**src/rtl/core/i2cm_pkg.sv**
```systemverilog
`timescale 1ns / 1ps
`default_nettype none

package i2cm_pkg;

  localparam logic [4:0] P_IDLE      = 5'd0;
  localparam logic [4:0] P_START     = 5'd1;
  localparam logic [4:0] P_TX_ADDRW  = 5'd2;
  localparam logic [4:0] P_ACK_ADDRW = 5'd3;
  localparam logic [4:0] P_TX_REG    = 5'd4;
  localparam logic [4:0] P_ACK_REG   = 5'd5;
  localparam logic [4:0] P_RSTART    = 5'd6;
  localparam logic [4:0] P_TX_ADDRR  = 5'd7;
  localparam logic [4:0] P_ACK_ADDRR = 5'd8;
  localparam logic [4:0] P_TX_DATA   = 5'd9;
  localparam logic [4:0] P_ACK_DATA  = 5'd10;
  localparam logic [4:0] P_RX        = 5'd11;
  localparam logic [4:0] P_ACK_OUT   = 5'd12;
  localparam logic [4:0] P_STOP      = 5'd13;

  localparam logic [1:0] OP_SCL0 = 2'd0;
  localparam logic [1:0] OP_SCL1 = 2'd1;
  localparam logic [1:0] OP_SDA0 = 2'd2;
  localparam logic [1:0] OP_SDA1 = 2'd3;

  localparam logic [2:0] START_LEN = 3'd5;
  localparam logic [2:0] STOP_LEN  = 3'd6;

  typedef struct packed {
    logic       start_cmd;
    logic       func;
    logic [6:0] slave_addr;
    logic [7:0] reg_sel;
    logic [7:0] byte_count;
    logic [7:0] tx_byte;
    logic       sda_in;
  } in_t;

  typedef struct packed {
    logic       scl_out;
    logic       sda_out;
    logic       sda_drive;
    logic       tx_byte_taken;
    logic [7:0] rx_byte;
    logic       rx_valid;
    logic       busy_res;
    logic       done_res;
    logic       nack_error;
  } out_t;

  typedef struct packed {
    logic [4:0] phase;
    logic [2:0] step_in_phase;
    logic [3:0] bit_counter;
    logic [7:0] shift_reg;
    logic [7:0] bytes_left;
    logic [6:0] target_addr;
    logic [7:0] register_addr;
    logic       is_read;
    logic       error_flag;
    logic       scl;
    logic       sda;
    logic       drv;
  } state_t;

  function automatic logic [1:0] start_op(input logic [2:0] step);
    logic [1:0] op;
    case (step)
      3'd0:    op = OP_SCL0;
      3'd1:    op = OP_SDA1;
      3'd2:    op = OP_SCL1;
      3'd3:    op = OP_SDA0;
      3'd4:    op = OP_SCL0;
      default: op = OP_SCL1;
    endcase
    return op;
  endfunction

  function automatic logic [1:0] stop_op(input logic [2:0] step);
    logic [1:0] op;
    case (step)
      3'd0:    op = OP_SCL0;
      3'd1:    op = OP_SDA0;
      3'd2:    op = OP_SCL1;
      3'd3:    op = OP_SDA1;
      3'd4:    op = OP_SCL0;
      default: op = OP_SCL1;
    endcase
    return op;
  endfunction

endpackage

`default_nettype wire

```
**src/rtl/core/i2c_master_register_access_unit.sv**
```systemverilog
// I2C master for register writes and reads. Each input transfer is one bus
// tick and yields exactly one output transfer carrying the pin levels for
// that tick plus the status strobes. One tick is taken per clock cycle; its
// result appears in the output register on the next cycle. Throughput is set
// by the single registered step: the bus state advances only on input
// transfers, and input stalls while an output transfer is pending and not
// taken. A zero byte count is ignored; a slave NACK ends with STOP and
// nack_error alongside done_res.
`timescale 1ns / 1ps
`default_nettype none

module i2c_master_register_access_unit (
  input  wire                 clk,
  input  wire                 rst,
  input  wire                 in_valid,
  output logic                in_ready,
  input  wire i2cm_pkg::in_t  in_data,
  output logic                out_valid,
  input  wire                 out_ready,
  output i2cm_pkg::out_t      result
);

  i2cm_pkg::state_t state;
  i2cm_pkg::state_t state_next;
  i2cm_pkg::out_t   res;
  logic             accept;

  assign in_ready = !out_valid || out_ready;
  assign accept   = in_valid && in_ready;

  i2cm_step u_step (
    .cur  (state),
    .item (in_data),
    .nxt  (state_next),
    .res  (res)
  );

  always_ff @(posedge clk) begin
    if (rst) begin
      state.phase         <= i2cm_pkg::P_IDLE;
      state.step_in_phase <= 3'd0;
      state.bit_counter   <= 4'd0;
      state.shift_reg     <= 8'd0;
      state.bytes_left    <= 8'd0;
      state.target_addr   <= 7'd0;
      state.register_addr <= 8'd0;
      state.is_read       <= 1'b0;
      state.error_flag    <= 1'b0;
      state.scl           <= 1'b1;
      state.sda           <= 1'b1;
      state.drv           <= 1'b1;
      out_valid           <= 1'b0;
    end else if (accept) begin
      state     <= state_next;
      out_valid <= 1'b1;
    end else if (out_ready) begin
      out_valid <= 1'b0;
    end
  end

  always_ff @(posedge clk) begin
    if (accept) begin
      result <= res;
    end
  end

endmodule

`default_nettype wire

```
**src/rtl/core/i2cm_step.sv**
```systemverilog
`timescale 1ns / 1ps
`default_nettype none

module i2cm_step (
  input  wire i2cm_pkg::state_t cur,
  input  wire i2cm_pkg::in_t    item,
  output i2cm_pkg::state_t      nxt,
  output i2cm_pkg::out_t        res
);

  always_comb begin
    i2cm_pkg::state_t s;
    logic [1:0] op;
    logic       seq_done;
    logic       taken;
    logic       rxv;
    logic [7:0] rx;
    logic       busy;
    logic       done;
    logic       nerr;

    s        = cur;
    op       = i2cm_pkg::OP_SCL1;
    seq_done = 1'b0;
    taken    = 1'b0;
    rxv      = 1'b0;
    rx       = 8'd0;
    busy     = 1'b1;
    done     = 1'b0;
    nerr     = 1'b0;

    if (s.phase == i2cm_pkg::P_IDLE) begin
      if (item.start_cmd && item.byte_count != 8'd0) begin
        s.is_read       = item.func;
        s.target_addr   = item.slave_addr;
        s.register_addr = item.reg_sel;
        s.bytes_left    = item.byte_count;
        s.error_flag    = 1'b0;
        s.phase         = i2cm_pkg::P_START;
        s.step_in_phase = 3'd0;
        s.bit_counter   = 4'd0;
        s.shift_reg     = 8'd0;
      end else begin
        busy = 1'b0;
      end
    end

    unique case (s.phase)
      i2cm_pkg::P_IDLE: begin
      end
      i2cm_pkg::P_START, i2cm_pkg::P_RSTART, i2cm_pkg::P_STOP: begin
        if (s.phase == i2cm_pkg::P_STOP) begin
          op       = i2cm_pkg::stop_op(s.step_in_phase);
          seq_done = (s.step_in_phase + 3'd1) >= i2cm_pkg::STOP_LEN;
        end else begin
          op       = i2cm_pkg::start_op(s.step_in_phase);
          seq_done = (s.step_in_phase + 3'd1) >= i2cm_pkg::START_LEN;
        end
        case (op)
          i2cm_pkg::OP_SCL0: s.scl = 1'b0;
          i2cm_pkg::OP_SCL1: s.scl = 1'b1;
          i2cm_pkg::OP_SDA0: s.sda = 1'b0;
          default:           s.sda = 1'b1;
        endcase
        s.step_in_phase = s.step_in_phase + 3'd1;
        if (seq_done) begin
          s.step_in_phase = 3'd0;
          s.bit_counter   = 4'd0;
          if (s.phase == i2cm_pkg::P_STOP) begin
            done        = 1'b1;
            nerr        = s.error_flag;
            s.phase     = i2cm_pkg::P_IDLE;
            s.shift_reg = 8'd0;
          end else if (s.phase == i2cm_pkg::P_START) begin
            s.phase     = i2cm_pkg::P_TX_ADDRW;
            s.shift_reg = {s.target_addr, 1'b0};
          end else begin
            s.phase     = i2cm_pkg::P_TX_ADDRR;
            s.shift_reg = {s.target_addr, 1'b1};
          end
        end
      end
      i2cm_pkg::P_TX_ADDRW, i2cm_pkg::P_TX_REG, i2cm_pkg::P_TX_ADDRR,
      i2cm_pkg::P_TX_DATA: begin
        if (s.phase == i2cm_pkg::P_TX_DATA && s.bit_counter == 4'd0 &&
            s.step_in_phase == 3'd0) begin
          s.shift_reg = item.tx_byte;
          taken       = 1'b1;
        end
        if (s.bit_counter[3]) begin
          s.sda           = 1'b0;
          s.phase         = s.phase + 5'd1;
          s.step_in_phase = 3'd0;
          s.bit_counter   = 4'd0;
          s.shift_reg     = 8'd0;
        end else if (s.step_in_phase == 3'd0) begin
          s.sda           = s.shift_reg[7];
          s.step_in_phase = 3'd1;
        end else if (s.step_in_phase == 3'd1) begin
          s.scl           = 1'b1;
          s.step_in_phase = 3'd2;
        end else begin
          s.scl           = 1'b0;
          s.shift_reg     = {s.shift_reg[6:0], 1'b0};
          s.bit_counter   = s.bit_counter + 4'd1;
          s.step_in_phase = 3'd0;
        end
      end
      i2cm_pkg::P_ACK_ADDRW, i2cm_pkg::P_ACK_REG, i2cm_pkg::P_ACK_ADDRR,
      i2cm_pkg::P_ACK_DATA: begin
        case (s.step_in_phase)
          3'd0: begin
            s.drv           = 1'b0;
            s.step_in_phase = 3'd1;
          end
          3'd1: begin
            s.scl           = 1'b1;
            s.error_flag    = item.sda_in;
            s.step_in_phase = 3'd2;
          end
          3'd2: begin
            s.scl           = 1'b0;
            s.step_in_phase = 3'd3;
          end
          default: begin
            s.drv           = 1'b1;
            s.step_in_phase = 3'd0;
            s.bit_counter   = 4'd0;
            s.shift_reg     = 8'd0;
            if (s.error_flag) begin
              s.phase = i2cm_pkg::P_STOP;
            end else if (s.phase == i2cm_pkg::P_ACK_ADDRW) begin
              s.phase     = i2cm_pkg::P_TX_REG;
              s.shift_reg = s.register_addr;
            end else if (s.phase == i2cm_pkg::P_ACK_REG) begin
              s.phase = s.is_read ? i2cm_pkg::P_RSTART : i2cm_pkg::P_TX_DATA;
            end else if (s.phase == i2cm_pkg::P_ACK_ADDRR) begin
              s.phase = i2cm_pkg::P_RX;
            end else begin
              s.bytes_left = s.bytes_left - 8'd1;
              s.phase = (s.bytes_left == 8'd0) ? i2cm_pkg::P_STOP : i2cm_pkg::P_TX_DATA;
            end
          end
        endcase
      end
      i2cm_pkg::P_RX: begin
        if (s.step_in_phase == 3'd0) begin
          s.drv           = 1'b0;
          s.step_in_phase = 3'd1;
        end else if (s.step_in_phase == 3'd1) begin
          if (s.bit_counter[3]) begin
            s.drv           = 1'b1;
            rx              = s.shift_reg;
            rxv             = 1'b1;
            s.bytes_left    = s.bytes_left - 8'd1;
            s.phase         = i2cm_pkg::P_ACK_OUT;
            s.step_in_phase = 3'd0;
            s.bit_counter   = 4'd0;
            s.shift_reg     = 8'd0;
          end else begin
            s.scl           = 1'b1;
            s.shift_reg     = {s.shift_reg[6:0], item.sda_in};
            s.step_in_phase = 3'd2;
          end
        end else begin
          s.scl           = 1'b0;
          s.bit_counter   = s.bit_counter + 4'd1;
          s.step_in_phase = 3'd1;
        end
      end
      i2cm_pkg::P_ACK_OUT: begin
        if (s.step_in_phase == 3'd0) begin
          s.sda           = (s.bytes_left == 8'd0);
          s.step_in_phase = 3'd1;
        end else if (s.step_in_phase == 3'd1) begin
          s.scl           = 1'b1;
          s.step_in_phase = 3'd2;
        end else if (s.step_in_phase == 3'd2) begin
          s.scl           = 1'b0;
          s.step_in_phase = 3'd3;
        end else begin
          s.sda           = 1'b1;
          s.phase = (s.bytes_left == 8'd0) ? i2cm_pkg::P_STOP : i2cm_pkg::P_RX;
          s.step_in_phase = 3'd0;
          s.bit_counter   = 4'd0;
          s.shift_reg     = 8'd0;
        end
      end
      default: begin
        s.scl           = 1'b1;
        s.sda           = 1'b1;
        s.drv           = 1'b1;
        busy            = 1'b0;
        s.phase         = i2cm_pkg::P_IDLE;
        s.step_in_phase = 3'd0;
        s.bit_counter   = 4'd0;
        s.shift_reg     = 8'd0;
      end
    endcase

    nxt               = s;
    res.scl_out       = s.scl;
    res.sda_out       = s.sda;
    res.sda_drive     = s.drv;
    res.tx_byte_taken = taken;
    res.rx_byte       = rx;
    res.rx_valid      = rxv;
    res.busy_res      = busy;
    res.done_res      = done;
    res.nack_error    = nerr;
  end

endmodule

`default_nettype wire

```
**config.mk**
```make
export PLATFORM = sky130hd
export DESIGN_NAME = i2c_master_register_access_unit
export DESIGN_NICKNAME = d
export VERILOG_FILES = /design/src/rtl/core/i2cm_pkg.sv /design/src/rtl/core/i2c_master_register_access_unit.sv /design/src/rtl/core/i2cm_step.sv
export SDC_FILE = /design/constraint.sdc
export NUM_CORES = 1
export LEC_CHECK = 0
export BUFFER_PORTS_ARGS = -buffer_cell sky130_fd_sc_hd__buf_2
export CAP_MARGIN = 40
export CORE_MARGIN = 4
export CORE_UTILIZATION = 50
export DETAILED_ROUTE_END_ITERATION = 7
export GPL_TIMING_DRIVEN = 0
export PLACE_DENSITY = 0.68
export SLEW_MARGIN = 20
export SYNTH_ARGS = -nofsm -noshare
export SYNTH_HDL_FRONTEND = slang
export SYNTH_HIERARCHICAL = 1
export SYNTH_SLANG_ARGS = --single-unit
export TNS_END_PERCENT = 30
```
**constraint.sdc**
```tcl
create_clock -name clk -period 3.6 [get_ports clk]
set_input_delay 0.18 -clock clk [delete_from_list [all_inputs] [get_ports clk]]
set_output_delay 0.18 -clock clk [all_outputs]
set_load 0.03 [all_outputs]
```
==> results.sh <==
export IMPL_outcome="finished, final reports clean"
export IMPL_die_w_um=113
export IMPL_arrival_ps=3860
export IMPL_p_comb_share_pct=31.4
export IMPL_drc=0
export IMPL_power_switching_mw=0.713
export IMPL_avgViaCountPerCell=6.56
export IMPL_slew_headroom_pct=47.1
export IMPL_final_core_util_pct=62.9
export IMPL_first_pass_iters=5
export IMPL_synth_distinct_cells=80
export IMPL_start_kind="primary input"
export IMPL_path_common_cell="mux2i_4"
export IMPL_dr_total_vias=5908
export IMPL_hold_viol_final=0
export IMPL_cts_buffer_depth=2
export IMPL_die_h_um=113
export IMPL_core_mm2=0.0108
export IMPL_rr_endpoint="state[45]"
export IMPL_drive_above_1_share_pct=33.2
export IMPL_design_portCount=56
export IMPL_avgRoutedWirePerCell_um=22.2
export IMPL_syn_nets=717
export IMPL_cts_buffers=9
export IMPL_synth_main_ff_cell="dfxtp_1"
export IMPL_finalSetupTns_ps=0
export IMPL_ant_nets=0
export IMPL_synth_top_area_share_pct=17.8
export IMPL_synth_area_top_cells="dfxtp_1, edfxtp_1, a21bo_1"
export IMPL_grt_ovfl_total=0
export IMPL_gp_congestion=0.959
export IMPL_ys_ff_latch=65
export IMPL_area_growth_pct=23.4
export IMPL_clk_pin_slew_ps=80
export IMPL_drt_iter0_markers=655
export IMPL_path_class="primary input to register"
export IMPL_finalWirelength_mm=20.0
export IMPL_dp_hpwl_mm=14.3
export IMPL_fin_worst_skew_ps=7.50
export IMPL_seq_area_frac_synth_pct=26.5
export IMPL_max_stage_delay_ps=560
export IMPL_final_period_utilization_pct=99.2
export IMPL_startpoint="in_data[12]"
export IMPL_yosysTopAreaCell="dfxtp_1"
export IMPL_antenna_cells=0
export IMPL_cp_endpoint="state[45]"
export IMPL_synthCells=665
export IMPL_grt_antenna_before_repair=1
export IMPL_rows=38
export IMPL_grt_max_degree=20
export IMPL_drv_slew=0
export IMPL_synth_area_mm2=0.00552
export IMPL_cp_end_kind="register"
export IMPL_crit_chain="buf_2 > or4_4 > or3_4 > nand2_8 > buf_12 > buf_6 > buf_8 > mux2i_4 > ha_4 > nor4b_4 > mux2i_4 > xnor2_1 > a31oi_1 > o31ai_1 > nand3_1 > a21oi_1"
export IMPL_die_area_mm2=0.0128
export IMPL_power_density_mw_per_mm2=301
export IMPL_grt_pass1_wl_mm=30.4
export IMPL_nets=807
export IMPL_yosys_warnings=6
export IMPL_reg2reg_from="state[47]"
export IMPL_worst_pin_slew_ps=794
export IMPL_grt_pass1_vias=5557
export IMPL_critPathMaxFanout=10
export IMPL_synth_area_per_cell_um2=8.30
export IMPL_cts_root_buf="clkbuf_8"
export IMPL_setup_viol=0
export IMPL_maxCapViolCount=0
export IMPL_fill_cells=967
export IMPL_reg2reg_slack_ps=40
export IMPL_netSwitchingFraction_pct=34.7
export IMPL_ys_async_sr_fraction_pct=0
export IMPL_critPathSlowestCell="or4_4"
export IMPL_fmax_ghz=0.280
export IMPL_gr_usage_all_layers_pct=30.3
export IMPL_synth_edf_count=16
export IMPL_pwr_share_clk_pct=29.6
export IMPL_hold_class="primary input to register"
export IMPL_period_needed_ps=3570
export IMPL_cts_sinks=65
export IMPL_r2r_cells=16
export IMPL_insertion_delay_ps=370
export IMPL_htreeDepth=3
export IMPL_initial_utilization_pct=50.9
export IMPL_power_internal_mw=1.34
export IMPL_cts_hold_buffers=0
export IMPL_tritoncts="done"
export IMPL_ir_drop_v=0.000223
export IMPL_whs_ps=204
export IMPL_p_leak_nw=2.65
export IMPL_io_buffers=54
export IMPL_cp_required_ps=3890
export IMPL_pwr_share_seq_pct=39.0
==> state kept, by name, indices dropped and copies added (netlist names) <==
| register | flops |
|---|---|
| result | 16 |
| state | 48 |
| out_valid | 1 |
==> critical path, delay by kind of cell <==
kind / cells / cell delay (ps)
simple gates: 5 / 1560
buf+inv: 4 / 640
compound gates: 3 / 620
mux: 2 / 440
xor+xnor: 1 / 220
fa+ha+maj: 1 / 190
==> power groups by stage <==
stage / combinational [mW] / clock, mW / sequential [mW]
2_1_floorplan: 0.335 / 0 / 0.837
3_3_place_gp: 0.502 / 0 / 0.815
3_5_place_dp: 0.509 / 0 / 0.816
4_1_cts: 0.577 / 0.607 / 0.800
5_1_grt: 0.680 / 0.645 / 0.805
6_report: 0.645 / 0.607 / 0.802
==> Yosys cell counts (4+ instances only) <==
master and count:
o31ai_1 4, buf_4 6, edfxtp_1 16, buf_2 16
nand2_1 72, nor3_1 11, a211oi_1 5, or3_1 5
a221o_1 6, o22ai_1 6, a21bo_2 12, o21ai_0 27
and2_1 21, a21boi_0 7, clkbuf_1 26, a21oi_2 33
o21a_1 6, a31oi_1 8, a21bo_1 33, nor2_1 30
o21ai_1 4, a21oi_1 37, nor2b_1 9, dfxtp_1 49
nand2b_1 4, nand3_1 55, o211ai_1 9, inv_1 18
mux2_2 9, buf_6 9, mux4_2 6, ha_1 14
mux2i_1 19
==> through the flow <==
step,setup slack [ps],cell area (um^2),power (mW),instances
final,29.9,6820,2.05,900
after global routing,-11.4,6820,2.13,900
after CTS,-71.4,6560,1.98,890
after detailed placement,-1140,6010,1.33,860
after global placement,-1100,6010,1.32,859
after floorplan,-7.29,5560,1.17,665
==> kinds of logic (layout without fill, tap and decap cells) <==
family	count (synthesis)	count (layout)	share of synthesized area [%]
AO/OA/AOI/OAI	238	238	33.5
AND/OR/NAND/NOR	232	232	21.1
other	1	1	0.0679
buffers and inverters	76	171	7.16
flip-flops	65	65	26.5
XOR/XNOR	5	5	0.793
adder cells (fa/ha/maj)	14	14	3.17
multiplexers	34	34	7.73
==> timing repair <==
action / in CTS / in global routing
resized for setup: 57 / 39
endpoints found under the setup margin: 43 / 29
buffers inserted: 18 / 12
gates cloned: 0 / 0
pin swaps: 12 / 12
hold endpoints to repair: 0 / 0
==> routing by layer <==
layer  global-route usage (%)  share of wire [%]  vias to the layer above
li1                         -                  -                     2643
met1                     41.2                 41                     2843
met2                     47.6                 46                      359
met3                     5.40                9.5                       61
met4                     12.5                3.1                        2
met5                        0              0.050                        -
==> cell usage in the layout, fill, tap and decap left out, types with 4 or more instances in the layout <==
cell	Yosys	routed
edfxtp_1	16	16
a21oi_1	37	35
a21boi_0	7	6
ha_4	0	5
clkbuf_8	0	10
o21ai_0	27	24
nand3_1	55	54
inv_1	18	16
a21oi_2	33	34
o211ai_1	9	9
nor3_1	11	8
o21ai_1	4	4
buf_2	16	67
ha_1	14	7
a221o_1	6	6
buf_4	6	35
nor2b_1	9	8
and2_1	21	20
buf_6	9	12
o31ai_1	4	4
mux2i_1	19	16
clkbuf_1	26	17
o22ai_1	6	6
a21bo_1	33	33
a31oi_1	8	8
or3_1	5	4
o21a_1	6	4
mux2_2	9	9
nand2_1	72	69
a21bo_2	12	12
nor2_1	30	28
dfxtp_1	49	49
mux4_2	6	6
==> layout make-up <==
class | instances | area [um^2] | share of cell area [%]
buffer | 52 | 373 | 5.47
clock buffer | 12 | 156 | 2.29
clock inverter | 4 | 26.3 | 0.385
inverter | 18 | 70.1 | 1.03
multi-input combinational | 524 | 4040 | 59.2
sequential | 65 | 1460 | 21.4
tap | 140 | 175 | 2.57
timing repair buffer | 85 | 519 | 7.62
==> how the worst min path moves through the flow <==
stage,endpoint,start,cells after the start,slack [ps]
finish,state[0],rst,3,200
floorplan,state[12],in_data[24],4,430
CTS,state[0],rst,3,190
detailed placement,state[0],state[0],2,510
global placement,state[0],state[0],2,500
global route,state[0],rst,3,200
No activity file was read; power rests on OpenSTA's default activity.
